**src/hw/rtl/qes_pkg.sv**
```systemverilog
// qes_pkg: shared widths and types for the quantization error statistics unit
// used by every module under hw/rtl; depends on nothing

package qes_pkg;

   localparam int TEST_W = 16;
   localparam int REF_W = 24;
   localparam int POS_W = 24;
   localparam int CNT_OUT_W = 24;
   localparam int EXC_W = 24;
   localparam int SUM_W = 49;
   localparam int SQ_W = 63;
   localparam int SD_W = 64;

   localparam int REQ_DATA_W = 64;
   localparam int REQ_USER_W = 2;
   localparam int RSP_DATA_W = 520;

   localparam logic [EXC_W-1:0] EXC_MAX = '1;

   typedef struct packed {
      logic clipped;
      logic restart;
   } flags_type;

   typedef struct packed {
      logic hit;
      logic [EXC_W-1:0] value;
      logic [POS_W-1:0] position;
   } excess_type;

endpackage

```
**src/hw/rtl/qes_mult.sv**
```systemverilog
// qes_mult: squares of delta and s and their cross product, registered
// depends on qes_pkg

module qes_mult import qes_pkg::*; #(
   parameter int DW = 25
) (
   input  logic clock,
   input  logic load,
   input  logic signed [DW-1:0] delta,
   input  logic signed [DW-1:0] sum_s,
   input  excess_type excess,
   input  flags_type flags,
   output logic signed [DW-1:0] delta_out,
   output logic signed [DW-1:0] sum_s_out,
   output logic [2*DW-1:0] delta_sq,
   output logic [2*DW-1:0] s_sq,
   output logic signed [2*DW-1:0] s_times_d,
   output excess_type excess_out,
   output flags_type flags_out
);

   logic signed [2*DW-1:0] dsq_p;
   logic signed [2*DW-1:0] ssq_p;
   logic signed [2*DW-1:0] sd_p;

   logic signed [DW-1:0] delta_ff;
   logic signed [DW-1:0] sum_s_ff;
   logic [2*DW-1:0] dsq_ff;
   logic [2*DW-1:0] ssq_ff;
   logic signed [2*DW-1:0] sd_ff;
   excess_type excess_ff;
   flags_type flags_ff;

   assign dsq_p = (2*DW)'(delta) * (2*DW)'(delta);
   assign ssq_p = (2*DW)'(sum_s) * (2*DW)'(sum_s);
   assign sd_p = (2*DW)'(sum_s) * (2*DW)'(delta);

   always_ff @(posedge clock) begin
      if (load) begin
         delta_ff <= delta;
         sum_s_ff <= sum_s;
         dsq_ff <= unsigned'(dsq_p);
         ssq_ff <= unsigned'(ssq_p);
         sd_ff <= sd_p;
         excess_ff <= excess;
         flags_ff <= flags;
      end
   end

   assign delta_out = delta_ff;
   assign sum_s_out = sum_s_ff;
   assign delta_sq = dsq_ff;
   assign s_sq = ssq_ff;
   assign s_times_d = sd_ff;
   assign excess_out = excess_ff;
   assign flags_out = flags_ff;

endmodule

```
**config.mk**
```make
export PLATFORM = sky130hd
export DESIGN_NAME = qes_mult
export DESIGN_NICKNAME = d
export VERILOG_FILES = /design/src/hw/rtl/qes_pkg.sv /design/src/hw/rtl/qes_mult.sv
export SDC_FILE = /design/constraint.sdc
export NUM_CORES = 2
export LEC_CHECK = 0
export BUFFER_PORTS_ARGS = -buffer_cell sky130_fd_sc_hd__buf_2
export CAP_MARGIN = 20
export CORE_MARGIN = 3
export CORE_UTILIZATION = 40
export DETAILED_ROUTE_END_ITERATION = 6
export PLACE_DENSITY = 0.63
export REMOVE_ABC_BUFFERS = 1
export SLEW_MARGIN = 20
export SYNTH_ARGS = -nofsm -noshare
export SYNTH_HDL_FRONTEND = slang
export SYNTH_SLANG_ARGS = --single-unit
```
**constraint.sdc**
```tcl
create_clock -name clock -period 27.3 [get_ports clock]
set_input_delay 6.825 -clock clock [delete_from_list [all_inputs] [get_ports clock]]
set_output_delay 6.825 -clock clock [all_outputs]
set_load 0.01 [all_outputs]
```
==> flow_metrics.env <==
export IMPL_synth_cell_types=74
export IMPL_postSynthCellCount=7110
export IMPL_io_buffers=351
export IMPL_num_rows=154
export IMPL_hold_path_end="excess_out[1]"
export IMPL_grt_pass1_vias=54500
export IMPL_nets=9708
export IMPL_end_kind="flop"
export IMPL_fmax_mhz=67.9
export IMPL_hold_depth=1
export IMPL_cts_max_level=2
export IMPL_syn_to_final_growth_pct=7.64
export IMPL_avgSynthCellArea_um2=10.0
export IMPL_clk_pin_slew_ps=60
export IMPL_hold_viol=0
export IMPL_grt_overflow=0
export IMPL_clkSinkCount=247
export IMPL_finalCriticalPeriod_ps=14730
export IMPL_wirelength_um=190000
export IMPL_min_from="excess[1]"
export IMPL_drtIter0Drc=2808
export IMPL_startpoint_type="primary input"
export IMPL_gp_congestion=0.901
export IMPL_cts_setup_buffers=0
export IMPL_slew_viol_final=0
export IMPL_grt_start_max_net_pins=86
export IMPL_fin_crit_sh_pct=54.0
export IMPL_grt_pass1_wl_um=307000
export IMPL_fin_tns_setup_ps=0
export IMPL_io_pins=354
export IMPL_antenna_found_initial=12
export IMPL_cts_buffers=38
export IMPL_crit_fanout=54
export IMPL_grt_util_all_layers_pct=21.6
export IMPL_hold_path_class="primary input to flop"
export IMPL_critPathMaxStageDelay_ps=1020
export IMPL_worst_setup_path_type="primary input to flop"
export IMPL_routed_via_count=48117
export IMPL_yosys_warnings=0
export IMPL_dr_pass1_iters=5
export IMPL_root_buffer="clkbuf_16"
export IMPL_postRouteAntennaNets=0
export IMPL_slew_headroom_pct=22.2
export IMPL_die_y_um=429
export IMPL_crit_required_ps=27700
export IMPL_path_common_cell="fa_1"
export IMPL_drc_errors=0
export IMPL_cts_tree="yes"
export IMPL_ys_ff_latch=247
export IMPL_tightest_slew_ps=1170
export IMPL_layout_drive_gt1_share_pct=7.00
export IMPL_setup_viol=0
export IMPL_die_width_um=429
export IMPL_rsz0062_at_grt="false"
export IMPL_synthArstFlopShare_pct=0
export IMPL_synth_top_cell_area_share_pct=52.4
export IMPL_synth_area_top_cells="fa_1 52%, inv_1 11%, edfxtp_1 10%"
export IMPL_place_hpwl_um=149000
export IMPL_ys_seq_area_share_pct=10.4
export IMPL_vias_per_cell=4.98
export IMPL_status="finished clean"
export IMPL_die_area_um2=184000
export IMPL_synth_area_leader_cell="fa_1"
export IMPL_ctsResizeCount=0
export IMPL_core_area_um2=177000
export IMPL_start_util_pct=40.4
export IMPL_crit_chain="buf_2 -> buf_4 -> nand2_1 -> inv_1 -> fa_1 -> fa_1 -> fa_1 -> inv_1 -> fa_1 -> inv_1 -> fa_1 -> inv_1 -> fa_1 -> inv_1 -> ha_1 -> a211oi_1 -> o211ai_1 -> nor4_1 -> nand4_1 -> a31oi_1 -> o21ai_0 -> o2111ai_1 -> a32oi_1 -> xnor2_1"
export IMPL_cts_buffer_depth=3
export IMPL_wl_per_cell_um=19.7
export IMPL_syn_cell_area_um2=71400
export IMPL_critical_path_arrival_ps=15130
export IMPL_hold_buffers=0
export IMPL_synthFlopType="edfxtp_1"
export IMPL_cpMaxStageDelayCell="fa_1"
export IMPL_synth_edf_count=247
export IMPL_drv_cap=0
==> sequential cells by signal, indices dropped and copies added (netlist names) <==
signal,flops
flags_out,2
excess_out,49
s_times_d,50
s_sq,48
delta_out,25
sum_s_out,25
delta_sq,48
==> cells in the mapped netlist, types with 23 or more instances <==
| master | number |
|---|---|
| o21ai_0 | 63 |
| clkbuf_1 | 270 |
| a21oi_1 | 136 |
| a21o_1 | 88 |
| and2_1 | 459 |
| nand2_1 | 716 |
| nand3_1 | 23 |
| ha_1 | 453 |
| nor2_1 | 173 |
| nor2b_1 | 59 |
| edfxtp_1 | 247 |
| xnor2_1 | 143 |
| inv_1 | 2061 |
| xor2_1 | 50 |
| fa_1 | 1870 |
==> how the worst max path moves through the flow <==
| stage | startpoint | end | slack (ps) | depth (start not counted) |
|---|---|---|---|---|
| after detailed placement | sum_s[1] | s_sq[49] | 12110 | 24 |
| final | sum_s[1] | s_sq[49] | 12570 | 24 |
| after global routing | sum_s[1] | s_sq[49] | 12060 | 24 |
| after global placement | sum_s[20] | s_sq[49] | 12200 | 24 |
| after floorplan | delta[3] | delta_sq[42] | 14060 | 23 |
| after CTS | sum_s[1] | s_sq[49] | 12790 | 24 |
==> cells by family after synthesis <==
| kind of cell | after synthesis | synth area share [%] |
|---|---|---|
| DFF | 247 | 10.4 |
| muxes | 6 | 0.0893 |
| buffers and inverters | 2356 | 12.4 |
| adders and majority gates | 2323 | 60.3 |
| and+or+nand+nor | 1548 | 10.4 |
| other | 1 | 0.00525 |
| AOI/OAI and AO/OA | 436 | 4.00 |
| xor gates and xnor gates | 193 | 2.37 |
==> layer usage <==
metal,share of wire [%],vias up,global-route usage [%]
met5,0.019,-,0
met4,3.9,6,7.55
met3,6.7,309,3.55
met2,51,1536,37.5
met1,39,25363,27.3
li1,-,20903,-
==> area by class of cell <==
type	count	area [um^2]
Antenna cell	3	7.51
Clock buffer	41	983
Clock inverter	28	353
Fill cell	17013	100000
Inverter	2069	7770
Multi-Input combinational cell	4508	55200
Sequential cell	247	7420
Tap cell	2340	2930
Timing Repair Buffer	418	2280
==> metrics by stage <==
step                      hold WS (ps)  utilization [%]  area [um^2]  std cells  setup slack (ps)
after global routing              6320             43.5        76900       9651             12060
after detailed placement          7000             42.7        75500       9581             12110
final                             6370             43.5        76900       9654             12570
after floorplan                   6920                -        70400       6824             14060
after CTS                         6300             43.5        76900       9650             12790
after global placement            7000             42.7        75500       9581             12200
==> cells in the final DEF (no fill, tap or decap), types with 5 or more instances in the layout <==
cell type	n
nor3_1	22
ha_1	453
edfxtp_1	247
a21oi_1	136
fa_1	1869
nand2b_1	22
inv_2	5
a311oi_1	5
clkbuf_16	39
or3_1	6
inv_6	6
and4_1	7
nor2_1	173
or2_2	7
and3_1	19
and2_1	459
buf_4	66
a31oi_1	20
o21a_1	12
a31o_2	5
nor2b_1	59
xnor2_1	143
buf_2	350
nand4_1	19
inv_1	2059
o21bai_1	22
clkinv_4	5
clkinv_1	9
a211oi_1	15
o21ai_0	63
bufinv_16	6
nand3_1	23
a41oi_1	5
xor2_1	50
a211o_1	5
o211ai_1	7
nand2_1	716
o31ai_1	8
a21o_1	88
==> critical path, delay by kind of cell <==
kind                     cells  cell delay, ps
AO/OA/AOI/OAI                6            1870
AND/OR/NAND/NOR              3             830
adder cells (fa/ha/maj)      7            4020
XOR/XNOR                     1             140
buffers and inverters        7            1410
Power is not shown: default switching activity piles up to over one toggle a cycle in this logic, so the estimate is an artifact.
