**config.mk**
```make
export PLATFORM = sky130hd
export DESIGN_NAME = qes_front
export DESIGN_NICKNAME = d
export VERILOG_FILES = /design/src/hw/rtl/qes_pkg.sv /design/src/hw/rtl/qes_front.sv
export SDC_FILE = /design/constraint.sdc
export NUM_CORES = 1
export LEC_CHECK = 0
export ABC_AREA = 1
export ABC_CLOCK_PERIOD_IN_PS = 6200
export BUFFER_PORTS_ARGS = -buffer_cell sky130_fd_sc_hd__buf_2
export CELL_PAD_IN_SITES_DETAIL_PLACEMENT = 2
export CELL_PAD_IN_SITES_GLOBAL_PLACEMENT = 2
export CORE_ASPECT_RATIO = 1.75
export CORE_MARGIN = 2
export CORE_UTILIZATION = 26
export CTS_CLUSTER_DIAMETER = 30
export CTS_CLUSTER_SIZE = 16
export DETAILED_ROUTE_END_ITERATION = 10
export PLACE_DENSITY = 0.72
export SYNTH_ARGS = -nofsm -noshare
export SYNTH_HDL_FRONTEND = slang
export SYNTH_SLANG_ARGS = --single-unit
```
**constraint.sdc**
```tcl
create_clock -name clock -period 6.2 [get_ports clock]
set_clock_uncertainty 0.2 [all_clocks]
set_input_delay 1.24 -clock clock [delete_from_list [all_inputs] [get_ports clock]]
set_output_delay 1.24 -clock clock [all_outputs]
set_load 0.02 [all_outputs]
```
**src/hw/rtl/qes_pkg.sv**
```systemverilog
// qes_pkg: shared widths and types for the quantization error statistics unit
// used by every module under hw/rtl; depends on nothing

package qes_pkg;

   localparam int TEST_W = 16;
   localparam int REF_W = 24;
   localparam int POS_W = 24;
   localparam int CNT_OUT_W = 24;
   localparam int EXC_W = 24;
   localparam int SUM_W = 49;
   localparam int SQ_W = 63;
   localparam int SD_W = 64;

   localparam int REQ_DATA_W = 64;
   localparam int REQ_USER_W = 2;
   localparam int RSP_DATA_W = 520;

   localparam logic [EXC_W-1:0] EXC_MAX = '1;

   typedef struct packed {
      logic clipped;
      logic restart;
   } flags_type;

   typedef struct packed {
      logic hit;
      logic [EXC_W-1:0] value;
      logic [POS_W-1:0] position;
   } excess_type;

endpackage

```
**src/hw/rtl/qes_front.sv**
```systemverilog
// qes_front: forms delta, s and the clamped excess error of one point, registered
// depends on qes_pkg

module qes_front import qes_pkg::*; #(
   parameter int REF_FRAC_BITS = 8,
   parameter int DW = 25
) (
   input  logic clock,
   input  logic load,
   input  logic signed [TEST_W-1:0] test_value,
   input  logic signed [REF_W-1:0] ref_value,
   input  logic [POS_W-1:0] position,
   input  flags_type flags,
   output logic signed [DW-1:0] delta,
   output logic signed [DW-1:0] sum_s,
   output excess_type excess,
   output flags_type flags_out
);

   localparam int FW = (REF_FRAC_BITS > 0) ? REF_FRAC_BITS : 1;
   localparam logic [FW-1:0] FRAC_MASK = FW'((1 << REF_FRAC_BITS) - 1);
   localparam logic [FW:0] ONE = (FW+1)'(1 << REF_FRAC_BITS);
   localparam logic [DW:0] EXC_LIM = (DW+1)'(EXC_MAX);

   logic signed [DW-1:0] tfix;
   logic signed [DW-1:0] refx;
   logic signed [DW-1:0] delta_in;
   logic signed [DW-1:0] sum_s_in;
   logic signed [REF_W:0] refe;
   logic [REF_W:0] aref;
   logic [FW-1:0] frac;
   logic [FW:0] frac2;
   logic [FW:0] rerr;
   logic [DW-1:0] absd;
   logic signed [DW:0] exc_diff;
   excess_type excess_in;

   logic signed [DW-1:0] delta_ff;
   logic signed [DW-1:0] sum_s_ff;
   excess_type excess_ff;
   flags_type flags_ff;

   assign tfix = DW'(test_value) <<< REF_FRAC_BITS;
   assign refx = DW'(ref_value);
   assign delta_in = tfix - refx;
   assign sum_s_in = tfix + refx;

   // distance of the reference to its nearest integer, ties toward zero
   assign refe = (REF_W+1)'(ref_value);
   assign aref = refe[REF_W] ? unsigned'(-refe) : unsigned'(refe);
   assign frac = aref[FW-1:0] & FRAC_MASK;
   assign frac2 = {frac, 1'b0};
   assign rerr = (frac2 > ONE) ? (ONE - {1'b0, frac}) : {1'b0, frac};

   assign absd = delta_in[DW-1] ? unsigned'(-delta_in) : unsigned'(delta_in);
   assign exc_diff = $signed({1'b0, absd}) - $signed((DW+1)'(rerr));

   always_comb begin
      excess_in.hit = !exc_diff[DW] && (exc_diff != '0);
      excess_in.value = (unsigned'(exc_diff) > EXC_LIM) ? EXC_MAX : exc_diff[EXC_W-1:0];
      excess_in.position = position;
   end

   always_ff @(posedge clock) begin
      if (load) begin
         delta_ff <= delta_in;
         sum_s_ff <= sum_s_in;
         excess_ff <= excess_in;
         flags_ff <= flags;
      end
   end

   assign delta = delta_ff;
   assign sum_s = sum_s_ff;
   assign excess = excess_ff;
   assign flags_out = flags_ff;

endmodule

```
==> impl_metrics.tcl <==
set metrics [dict create \
    seq_area_sq_mm 0.00300 \
    cts_tree "yes" \
    cp-start-kind "input pin" \
    antenna_cells 0 \
    design_area_sq_mm 0.00949 \
    portBuffers 168 \
    drtIter0Drc 162 \
    netlist.area_leader.share_pct 40.0 \
    cpMaxStageDelayCell "ha_1" \
    rsz0062_at_grt "false" \
    vias 7144 \
    firstDrtPassIters 4 \
    synth_fp_nets 1071 \
    cap_violations 0 \
    ys_seq_elements 100 \
    cellPowerDensity_mw_per_mm2 281 \
    setup_violations 0 \
    crit_cells 32 \
    crit_path_max_incr_delay_ns 0.30 \
    initial_core_util_pct 26.3 \
    clock_path_buffers 2 \
    multi_input_area_sq_mm 0.00392 \
    die_x_microns 132 \
    h-tree-depth 3 \
    row_count 82 \
    io_pins 169 \
    critPathBufInv 6 \
    cp-startpoint "ref_value[0]" \
    syn_inst 959 \
    fp.dieH_microns 229 \
    placed_cell_area_sq_mm 0.00916 \
    end_kind "register" \
    coreArea_sq_mm 0.0285 \
    synth_area_per_cell_sq_um 7.83 \
    syn_area_sq_mm 0.00751 \
    wl_per_cell_microns 16.9 \
    fin_hold_ws_ns 0.843 \
    syn2layout_area_growth_pct 26.4 \
    layout.nets 1290 \
    yosys.area.top_type "edfxtp_1" \
    leakage_nw 4.71 \
    cts_buffers 9 \
    worstPathArrival_ns 5.49 \
    final_core_util_pct 33.3 \
    grt_max_degree 63 \
    die-area_sq_mm 0.0303 \
    most-common-layout-cells "293 x nand2_1, 167 x buf_2, 118 x inv_1" \
    cts_sinks 100 \
    fillers 3429 \
    slew_violations 0 \
    clock-root-buffer "clkbuf_16" \
    finalCriticalPeriod_ns 5.56 \
    hold_viol 0 \
    drive_gt1_share_pct 28.1 \
    track_usage_pct 17.9 \
    crit_family "simple AND/OR/NAND/NOR gates" \
    ys_warn_count 0 \
    seq_area_frac_synth_pct 40.0 \
    path_class "in2reg" \
    yosys-top-cells-area "edfxtp_1 40%, nand2_1 15%, ha_1 7.2%" \
    layout_commonest_cell "nand2_1" \
    antenna_found_initial 0 \
    cp.required_ns 6.13 \
    worst_hold_path_type "in2reg" \
    worst-path-max-fanout 10 \
    ant_nets 0 \
    cts.clk_slew.worst_paths_ns 0.07 \
    drc 0 \
    ir_drop_mv 0.141 \
    crit_top_cell "nand2_1" \
    fmax_mhz 180 \
    via_per_inst 4.58 \
    synthDistinctLibCells 39 \
    slew_headroom_pct 39.5 \
    finalWeightedCongestion 0.813 \
    grt_pass1_vias 8013 \
    grt_pass1_wl_microns 42100 \
    place_hpwl_microns 22400 \
    fin_crit_sh_pct 89.7 \
    tightestPinTransition_ns 0.908 \
    status "completed" \
    grt_overflow 0 \
    routed_wl_microns 26300 \
    endpoint "excess[48]$_DFFE_PP_" \
    tns_ns 0 \
]
## stage by stage
stage | instances | setup slack, ns | power (mW)
3_5_place_dp | 1545 | -0.0193 | 2.07
6_report | 1560 | 0.640 | 2.67
3_3_place_gp | 1545 | 0.223 | 2.02
5_1_grt | 1560 | 0.0752 | 2.86
2_1_floorplan | 959 | 0.660 | 1.62
4_1_cts | 1560 | 0.363 | 2.73
## cells by family (layout without fill, tap and decap cells)
| group | after synthesis | count (layout) | synth area share [%] |
|---|---|---|---|
| other cells | 1 | 1 | 0.0499 |
| compound gates | 76 | 76 | 5.50 |
| xor+xnor | 39 | 39 | 4.55 |
| simple gates | 552 | 552 | 34.4 |
| buf+inv | 147 | 370 | 8.06 |
| flops | 100 | 100 | 40.0 |
| fa+ha+maj | 44 | 44 | 7.43 |
## synth_stat cells
cell        n
nand2_1   293
inv_1     118
edfxtp_1  100
nand3_1    77
nor2_1     74
ha_1       43
a21oi_1    40
xor2_1     34
nand2_2    26
o21ai_0    22
nand3_2    19
nor2_2     19
inv_2      13
nand4_1    13
nor3_1      8
nand2_4     6
buf_2       5
nor2_4      5
xnor2_1     5
buf_4       4
buf_6       4
or2_1       4
nand3b_1    3
o21bai_1    3
o31ai_1     3
a21oi_2     2
nor2_8      2
o211ai_1    2
o21ai_1     2
a211oi_1    1
a21boi_0    1
and2_1      1
clkbuf_1    1
clkinv_1    1
conb_1      1
fa_1        1
inv_4       1
nor3b_1     1
nor4_1      1
## where the power goes
part           switching, mW  leakage [nW]  internal, mW  total [mW]
logic                  0.718          3.57         0.406        1.12
registers             0.0272         0.978         0.884       0.911
clock network          0.280         0.158         0.357       0.638
total                   1.03          4.71          1.65        2.67
## sequential cells by signal, indices dropped and copies added (netlist names)
register and count:
sum_s 24, excess 49, flags_out 2, delta 25
## routing by layer
| layer | track usage (%) | vias to the layer above | wire length (microns) |
|---|---|---|---|
| li1 | - | 3524 | - |
| met1 | 17.4 | 3456 | 9420 |
| met2 | 36.6 | 128 | 15400 |
| met3 | 2.68 | 36 | 736 |
| met4 | 6.69 | 0 | 762 |
| met5 | 0 | - | 0 |
## area by class of cell
| cell class | count | area share, % |
|---|---|---|
| Sequential cell | 100 | 31.6 |
| Timing Repair Buffer | 222 | 13.4 |
| Clock buffer | 9 | 2.37 |
| Tap cell | 378 | 4.98 |
| Inverter | 133 | 5.28 |
| Clock inverter | 6 | 1.03 |
| Multi-Input combinational cell | 712 | 41.3 |
## worst min-delay path by stage
stage | startpoint | end | slack (ns) | depth (start not counted)
floorplan | ref_value[0] | delta[0]$_DFFE_PP_ | 1.14 | 0
CTS | position[21] | excess[21]$_DFFE_PP_ | 0.81 | 1
finish | flags[0] | flags_out[0]$_DFFE_PP_ | 0.84 | 1
global route | flags[0] | flags_out[0]$_DFFE_PP_ | 0.82 | 1
detailed placement | position[21] | excess[21]$_DFFE_PP_ | 1.22 | 1
global placement | position[7] | excess[7]$_DFFE_PP_ | 1.22 | 1
## timing repair
| action | in CTS | in global routing |
|---|---|---|
| setup endpoints to repair | 0 | 7 |
| hold buffers | 0 | 0 |
| setup buffers | 0 | 0 |
| gates resized for setup | 0 | 4 |
(Power assumes the default switching activity.)
