--- src/hw/rtl/qes_pkg.sv ---
// qes_pkg: shared widths and types for the quantization error statistics unit
// used by every module under hw/rtl; depends on nothing

package qes_pkg;

   localparam int TEST_W = 16;
   localparam int REF_W = 24;
   localparam int POS_W = 24;
   localparam int CNT_OUT_W = 24;
   localparam int EXC_W = 24;
   localparam int SUM_W = 49;
   localparam int SQ_W = 63;
   localparam int SD_W = 64;

   localparam int REQ_DATA_W = 64;
   localparam int REQ_USER_W = 2;
   localparam int RSP_DATA_W = 520;

   localparam logic [EXC_W-1:0] EXC_MAX = '1;

   typedef struct packed {
      logic clipped;
      logic restart;
   } flags_type;

   typedef struct packed {
      logic hit;
      logic [EXC_W-1:0] value;
      logic [POS_W-1:0] position;
   } excess_type;

endpackage

--- src/hw/rtl/qes_accum.sv ---
// qes_accum: saturating accumulators and maximum tracking, doubling as the result register
// depends on qes_pkg

module qes_accum import qes_pkg::*; #(
   parameter int DW = 25,
   parameter int COUNT_BITS = 24
) (
   input  logic clock,
   input  logic reset,
   input  logic update,
   input  logic signed [DW-1:0] delta,
   input  logic signed [DW-1:0] sum_s,
   input  logic [2*DW-1:0] delta_sq,
   input  logic [2*DW-1:0] s_sq,
   input  logic signed [2*DW-1:0] s_times_d,
   input  excess_type excess,
   input  flags_type flags,
   output logic [CNT_OUT_W-1:0] point_count,
   output logic signed [SUM_W-1:0] delta_sum,
   output logic [SQ_W-1:0] delta_square_sum,
   output logic [CNT_OUT_W-1:0] excess_count,
   output logic [EXC_W-1:0] max_excess,
   output logic [POS_W-1:0] max_excess_position,
   output logic [CNT_OUT_W-1:0] unclipped_count,
   output logic signed [SUM_W-1:0] sum_s_out,
   output logic signed [SUM_W-1:0] sum_d,
   output logic [SQ_W-1:0] sum_s_squared,
   output logic [SQ_W-1:0] sum_d_squared,
   output logic signed [SD_W-1:0] sum_s_times_d
);

   function automatic logic [COUNT_BITS-1:0] cnt_inc(input logic [COUNT_BITS-1:0] c);
      return (c == '1) ? c : c + 1'b1;
   endfunction

   function automatic logic signed [SUM_W-1:0] sat_sum(input logic signed [SUM_W-1:0] a,
                                                      input logic signed [SUM_W-1:0] b);
      logic signed [SUM_W:0] r;
      r = (SUM_W+1)'(a) + (SUM_W+1)'(b);
      if (r[SUM_W] != r[SUM_W-1]) begin
         return r[SUM_W] ? {1'b1, {(SUM_W-1){1'b0}}} : {1'b0, {(SUM_W-1){1'b1}}};
      end
      return r[SUM_W-1:0];
   endfunction

   function automatic logic [SQ_W-1:0] sat_sq(input logic [SQ_W-1:0] a,
                                             input logic [SQ_W-1:0] b);
      logic [SQ_W:0] r;
      r = (SQ_W+1)'(a) + (SQ_W+1)'(b);
      return r[SQ_W] ? '1 : r[SQ_W-1:0];
   endfunction

   function automatic logic signed [SD_W-1:0] sat_sd(input logic signed [SD_W-1:0] a,
                                                    input logic signed [SD_W-1:0] b);
      logic signed [SD_W:0] r;
      r = (SD_W+1)'(a) + (SD_W+1)'(b);
      if (r[SD_W] != r[SD_W-1]) begin
         return r[SD_W] ? {1'b1, {(SD_W-1){1'b0}}} : {1'b0, {(SD_W-1){1'b1}}};
      end
      return r[SD_W-1:0];
   endfunction

   logic [COUNT_BITS-1:0] count_ff, count_in, count_base;
   logic signed [SUM_W-1:0] delta_acc_ff, delta_acc_in, delta_acc_base;
   logic [SQ_W-1:0] delta_sq_acc_ff, delta_sq_acc_in, delta_sq_acc_base;
   logic [COUNT_BITS-1:0] exc_count_ff, exc_count_in, exc_count_base;
   logic [EXC_W-1:0] max_exc_ff, max_exc_in, max_exc_base;
   logic [POS_W-1:0] max_pos_ff, max_pos_in, max_pos_base;
   logic [COUNT_BITS-1:0] unclipped_ff, unclipped_in, unclipped_base;
   logic signed [SUM_W-1:0] s_acc_ff, s_acc_in, s_acc_base;
   logic signed [SUM_W-1:0] d_acc_ff, d_acc_in, d_acc_base;
   logic [SQ_W-1:0] s_sq_acc_ff, s_sq_acc_in, s_sq_acc_base;
   logic [SQ_W-1:0] d_sq_acc_ff, d_sq_acc_in, d_sq_acc_base;
   logic signed [SD_W-1:0] sd_acc_ff, sd_acc_in, sd_acc_base;

   logic signed [SUM_W-1:0] delta_x;
   logic signed [SUM_W-1:0] s_x;
   logic [SQ_W-1:0] dsq_x;
   logic [SQ_W-1:0] ssq_x;
   logic signed [SD_W-1:0] sd_x;

   assign delta_x = SUM_W'(delta);
   assign s_x = SUM_W'(sum_s);
   assign dsq_x = SQ_W'(delta_sq);
   assign ssq_x = SQ_W'(s_sq);
   assign sd_x = SD_W'(s_times_d);

   always_comb begin
      // restart clears the totals before this point is added
      count_base = flags.restart ? '0 : count_ff;
      delta_acc_base = flags.restart ? '0 : delta_acc_ff;
      delta_sq_acc_base = flags.restart ? '0 : delta_sq_acc_ff;
      exc_count_base = flags.restart ? '0 : exc_count_ff;
      max_exc_base = flags.restart ? '0 : max_exc_ff;
      max_pos_base = flags.restart ? '0 : max_pos_ff;
      unclipped_base = flags.restart ? '0 : unclipped_ff;
      s_acc_base = flags.restart ? '0 : s_acc_ff;
      d_acc_base = flags.restart ? '0 : d_acc_ff;
      s_sq_acc_base = flags.restart ? '0 : s_sq_acc_ff;
      d_sq_acc_base = flags.restart ? '0 : d_sq_acc_ff;
      sd_acc_base = flags.restart ? '0 : sd_acc_ff;

      count_in = cnt_inc(count_base);
      delta_acc_in = sat_sum(delta_acc_base, delta_x);
      delta_sq_acc_in = sat_sq(delta_sq_acc_base, dsq_x);

      exc_count_in = exc_count_base;
      max_exc_in = max_exc_base;
      max_pos_in = max_pos_base;
      if (excess.hit) begin
         exc_count_in = cnt_inc(exc_count_base);
         // strictly greater, so a tie keeps the earlier position
         if (excess.value > max_exc_base) begin
            max_exc_in = excess.value;
            max_pos_in = excess.position;
         end
      end

      unclipped_in = unclipped_base;
      s_acc_in = s_acc_base;
      d_acc_in = d_acc_base;
      s_sq_acc_in = s_sq_acc_base;
      d_sq_acc_in = d_sq_acc_base;
      sd_acc_in = sd_acc_base;
      if (!flags.clipped) begin
         unclipped_in = cnt_inc(unclipped_base);
         s_acc_in = sat_sum(s_acc_base, s_x);
         d_acc_in = sat_sum(d_acc_base, delta_x);
         s_sq_acc_in = sat_sq(s_sq_acc_base, ssq_x);
         d_sq_acc_in = sat_sq(d_sq_acc_base, dsq_x);
         sd_acc_in = sat_sd(sd_acc_base, sd_x);
      end
   end

   always_ff @(posedge clock) begin
      if (reset) begin
         count_ff <= '0;
         delta_acc_ff <= '0;
         delta_sq_acc_ff <= '0;
         exc_count_ff <= '0;
         max_exc_ff <= '0;
         max_pos_ff <= '0;
         unclipped_ff <= '0;
         s_acc_ff <= '0;
         d_acc_ff <= '0;
         s_sq_acc_ff <= '0;
         d_sq_acc_ff <= '0;
         sd_acc_ff <= '0;
      end else if (update) begin
         count_ff <= count_in;
         delta_acc_ff <= delta_acc_in;
         delta_sq_acc_ff <= delta_sq_acc_in;
         exc_count_ff <= exc_count_in;
         max_exc_ff <= max_exc_in;
         max_pos_ff <= max_pos_in;
         unclipped_ff <= unclipped_in;
         s_acc_ff <= s_acc_in;
         d_acc_ff <= d_acc_in;
         s_sq_acc_ff <= s_sq_acc_in;
         d_sq_acc_ff <= d_sq_acc_in;
         sd_acc_ff <= sd_acc_in;
      end
   end

   assign point_count = CNT_OUT_W'(count_ff);
   assign delta_sum = delta_acc_ff;
   assign delta_square_sum = delta_sq_acc_ff;
   assign excess_count = CNT_OUT_W'(exc_count_ff);
   assign max_excess = max_exc_ff;
   assign max_excess_position = max_pos_ff;
   assign unclipped_count = CNT_OUT_W'(unclipped_ff);
   assign sum_s_out = s_acc_ff;
   assign sum_d = d_acc_ff;
   assign sum_s_squared = s_sq_acc_ff;
   assign sum_d_squared = d_sq_acc_ff;
   assign sum_s_times_d = sd_acc_ff;

endmodule

--- config.mk ---
export PLATFORM = sky130hd
export DESIGN_NAME = qes_accum
export DESIGN_NICKNAME = d
export VERILOG_FILES = /design/src/hw/rtl/qes_pkg.sv /design/src/hw/rtl/qes_accum.sv
export SDC_FILE = /design/constraint.sdc
export NUM_CORES = 2
export LEC_CHECK = 0
export ABC_CLOCK_PERIOD_IN_PS = 5600
export BUFFER_PORTS_ARGS = -buffer_cell sky130_fd_sc_hd__buf_4
export CAP_MARGIN = 20
export CORE_MARGIN = 3
export CORE_UTILIZATION = 25
export DETAILED_ROUTE_END_ITERATION = 12
export GPL_ROUTABILITY_DRIVEN = 0
export PLACE_DENSITY = 0.53
export REMOVE_ABC_BUFFERS = 1
export SLEW_MARGIN = 40
export SYNTH_ARGS = -nofsm -noshare
export SYNTH_HDL_FRONTEND = slang
export SYNTH_SLANG_ARGS = --single-unit
--- constraint.sdc ---
create_clock -name clock -period 5.6 [get_ports clock]
set_clock_uncertainty 0.05 [all_clocks]
set_input_delay 0.56 -clock clock [delete_from_list [all_inputs] [get_ports clock]]
set_output_delay 0.56 -clock clock [all_outputs]
set_load 0.03 [all_outputs]
==> run metrics <==
outcome=complete, no violations; Syn Inst Count=5950; nets@finish=7206; # setup viols final=0; Max-slew headroom=43.81%; Critical Path Fanout Max=12; die width=428.4 um; Final Hold Fails=0; initial core utilization=between 20 and 30%; DR vias/cell=5.350; proportion of layout cells with a drive suffix above 1=16.95%; ANT nets after route=0; I/O Pins=774; mux contribution to synthesized area=0.2974%; Mapped Area=44600 um^2; worst-margin pin slew=831.8 ps; Root Buffer=clkbuf_16; Clock transition at path regs=50 ps; # rows=approximately 150; Area growth syn-to-layout=26.14%; hold crit path type=input port to flop; RSZ-0062 raised after global routing=false; post-cts resize count=0; antenna violations before repair=12; Overall Global Routing Usage=between 20 and 25%; Pwr Total=14.02 mW; I/O Buffers=773; total number of vias=47980; core area=176700 um^2; CTS Buf Count=78; CP required=~6100 ps; most numerous cell in the Yosys netlist=a21oi_1; Main synth FF type=dfxtp_1; Worst EP arrival=5560 ps; asr flop ratio synth=0%; CTS H-tree depth=3; Post-synth EDFFs=0; total grt overflow=0; first-pass GRT wire length=296.9 mm; post-route setup slack=561.3 ps; yosys warns=0; Yosys reg bits=520; period utilisation layout=around 90%; post-CTS setup buffers=0; DRT Pass-1 Iters=5; Worst Setup Path Type=flop to flop; Synth area leader=dfxtp_1; post-synthesis adder-cell area fraction=a little under an eighth; final WL=~200 mm; max-slew violation count=0; CP endpoint kind=flop; HPWL Detailed=roughly 150 mm; hold buffers post-CTS=45; Yosys cell types=87; Hold WS=89.67 ps; leading cell types by count after synthesis=a21oi_1, dfxtp_1, nand2_1, o21ai_0, nor2_1; Residual DRC=0; TritonCTS clock tree=yes; Die ar.=183500 um^2; PwrDens=around 250 nW/um^2; vias in the first global route=45810; Peak Freq=between 0.15 and 0.2 GHz; pre-CTS setup slack=83.20 ps; Starting DRT DRC Count=3464; mean post-synth cell area=7.495 um^2; Tmin final=5039 ps; wire per inst=about 22 um; largest net degree at the start of global routing=84; register area share after synthesis=23.34%; top cells by area, synth=dfxtp_1, ha_1, a21oi_1; clk buf depth=3; Vert. Die Dim=about 430 um; Peak VDD IR=between 200 and 250 uV; main combinational cell family by area after synthesis=compound AO/OA/AOI/OAI gates; CTS Sinks=520; Synth Area in Simple Gates=a little over a fifth; max_cap viols=0; Leak=between 20 and 25 nW; post-synthesis xor/xnor area fraction=about 7%; worst skew pair latency=700 ps; top cell type's share of synthesized area=23.34%; fraction of the mapped netlist area in compound gates=about a third; CP startpoint kind=flop
==> report_power, final <==
group | switching (mW) | total [mW] | internal (mW)
clock | 2.08 | 5.40 | 3.31
sequential | 0.260 | 4.22 | 3.96
combinational | 2.74 | 4.41 | 1.67
==> kinds of logic after synthesis <==
family / after synthesis
flops: 520
simple gates: 1897
mux: 13
fa+ha+maj: 398
buf+inv: 512
xor+xnor: 347
compound gates: 2263
==> area by class of cell <==
cell class	count	area [um^2]
diodes	8	20.02
clock buffers	107	2286
clock inverters	37	467.9
fillers	18820	120400
inverters	124	470.5
multi-input cells	4918	32400
flip-flops and latches	520	10410
well taps	2340	2928
repair buffers	915	7272
==> state kept, by name, indices dropped and copies added, names as in the netlist <==
name and count:
excess_count 24, max_excess_position 24, sum_s_out 49, sum_s_squared 63, delta_sum 49, sum_d_squared 63
max_excess 24, sum_d 49, unclipped_count 24, point_count 24, delta_square_sum 63, sum_s_times_d 64
==> critical path: stages, from the launching register on <==
cell	delay, ps
dfxtp_1	440
nor2b_1	210
ha_1	220
inv_1	70
fa_1	410
nand2b_1	190
a21oi_1	220
o21ai_1	120
a31o_2	280
o211ai_1	320
a41oi_1	450
o31ai_2	400
buf_4	210
a21o_1	160
and2_1	240
mux2i_4	120
buf_4	240
a21oi_1	190
nor2_1	60
a221o_1	300
==> routing by layer <==
layer  vias to the layer above  share of wire, %  GRT usage, %
li1                      23090                 -             -
met1                     23010                42         25.24
met2                      1551                47         34.93
met3                       328               5.3         3.264
met4                         4               6.0         11.17
met5                         -            0.0085             0
==> placed cells by master, fill, tap and decap left out, types with 50 or more instances in the layout <==
master,instances
xor2_1,139
nand2_1,482
a22o_1,54
o2bb2ai_1,92
a21oi_1,696
nand2b_1,51
o21ai_1,53
inv_1,120
o21bai_1,61
nor3_1,99
ha_1,388
dfxtp_1,520
nand3_1,120
a211oi_1,87
buf_4,842
o21ai_0,460
clkbuf_16,82
nand4_1,96
nor2_1,425
xnor2_1,208
and3_1,58
a31oi_1,58
o221a_2,50
a21o_1,268
nor2b_1,415
==> worst paths after layout <==
check,from,endpoint,slack (ps),cells past startpoint
worst max-delay path,sum_s_times_d[0],sum_s_times_d[53],560,19
worst min-delay path,excess[26],max_excess[2],90,2
worst max register to register,sum_s_times_d[0],sum_s_times_d[53],560,19
worst min register to register,sum_s_squared[42],sum_s_squared[42],420,2
==> metrics by stage <==
stage / setup TNS [ps] / instance area, um^2 / std cells / util (%)
floorplan: -149210 / 43110 / 5562 / -
global route: 0 / 56250 / 8966 / 31.84
finish: 0 / 56260 / 8969 / 31.84
detailed placement: 0 / 53030 / 8772 / 30.01
CTS: 0 / 56230 / 8961 / 31.82
global placement: 0 / 52870 / 8764 / 29.92
No activity file was read; power rests on OpenSTA's default activity.
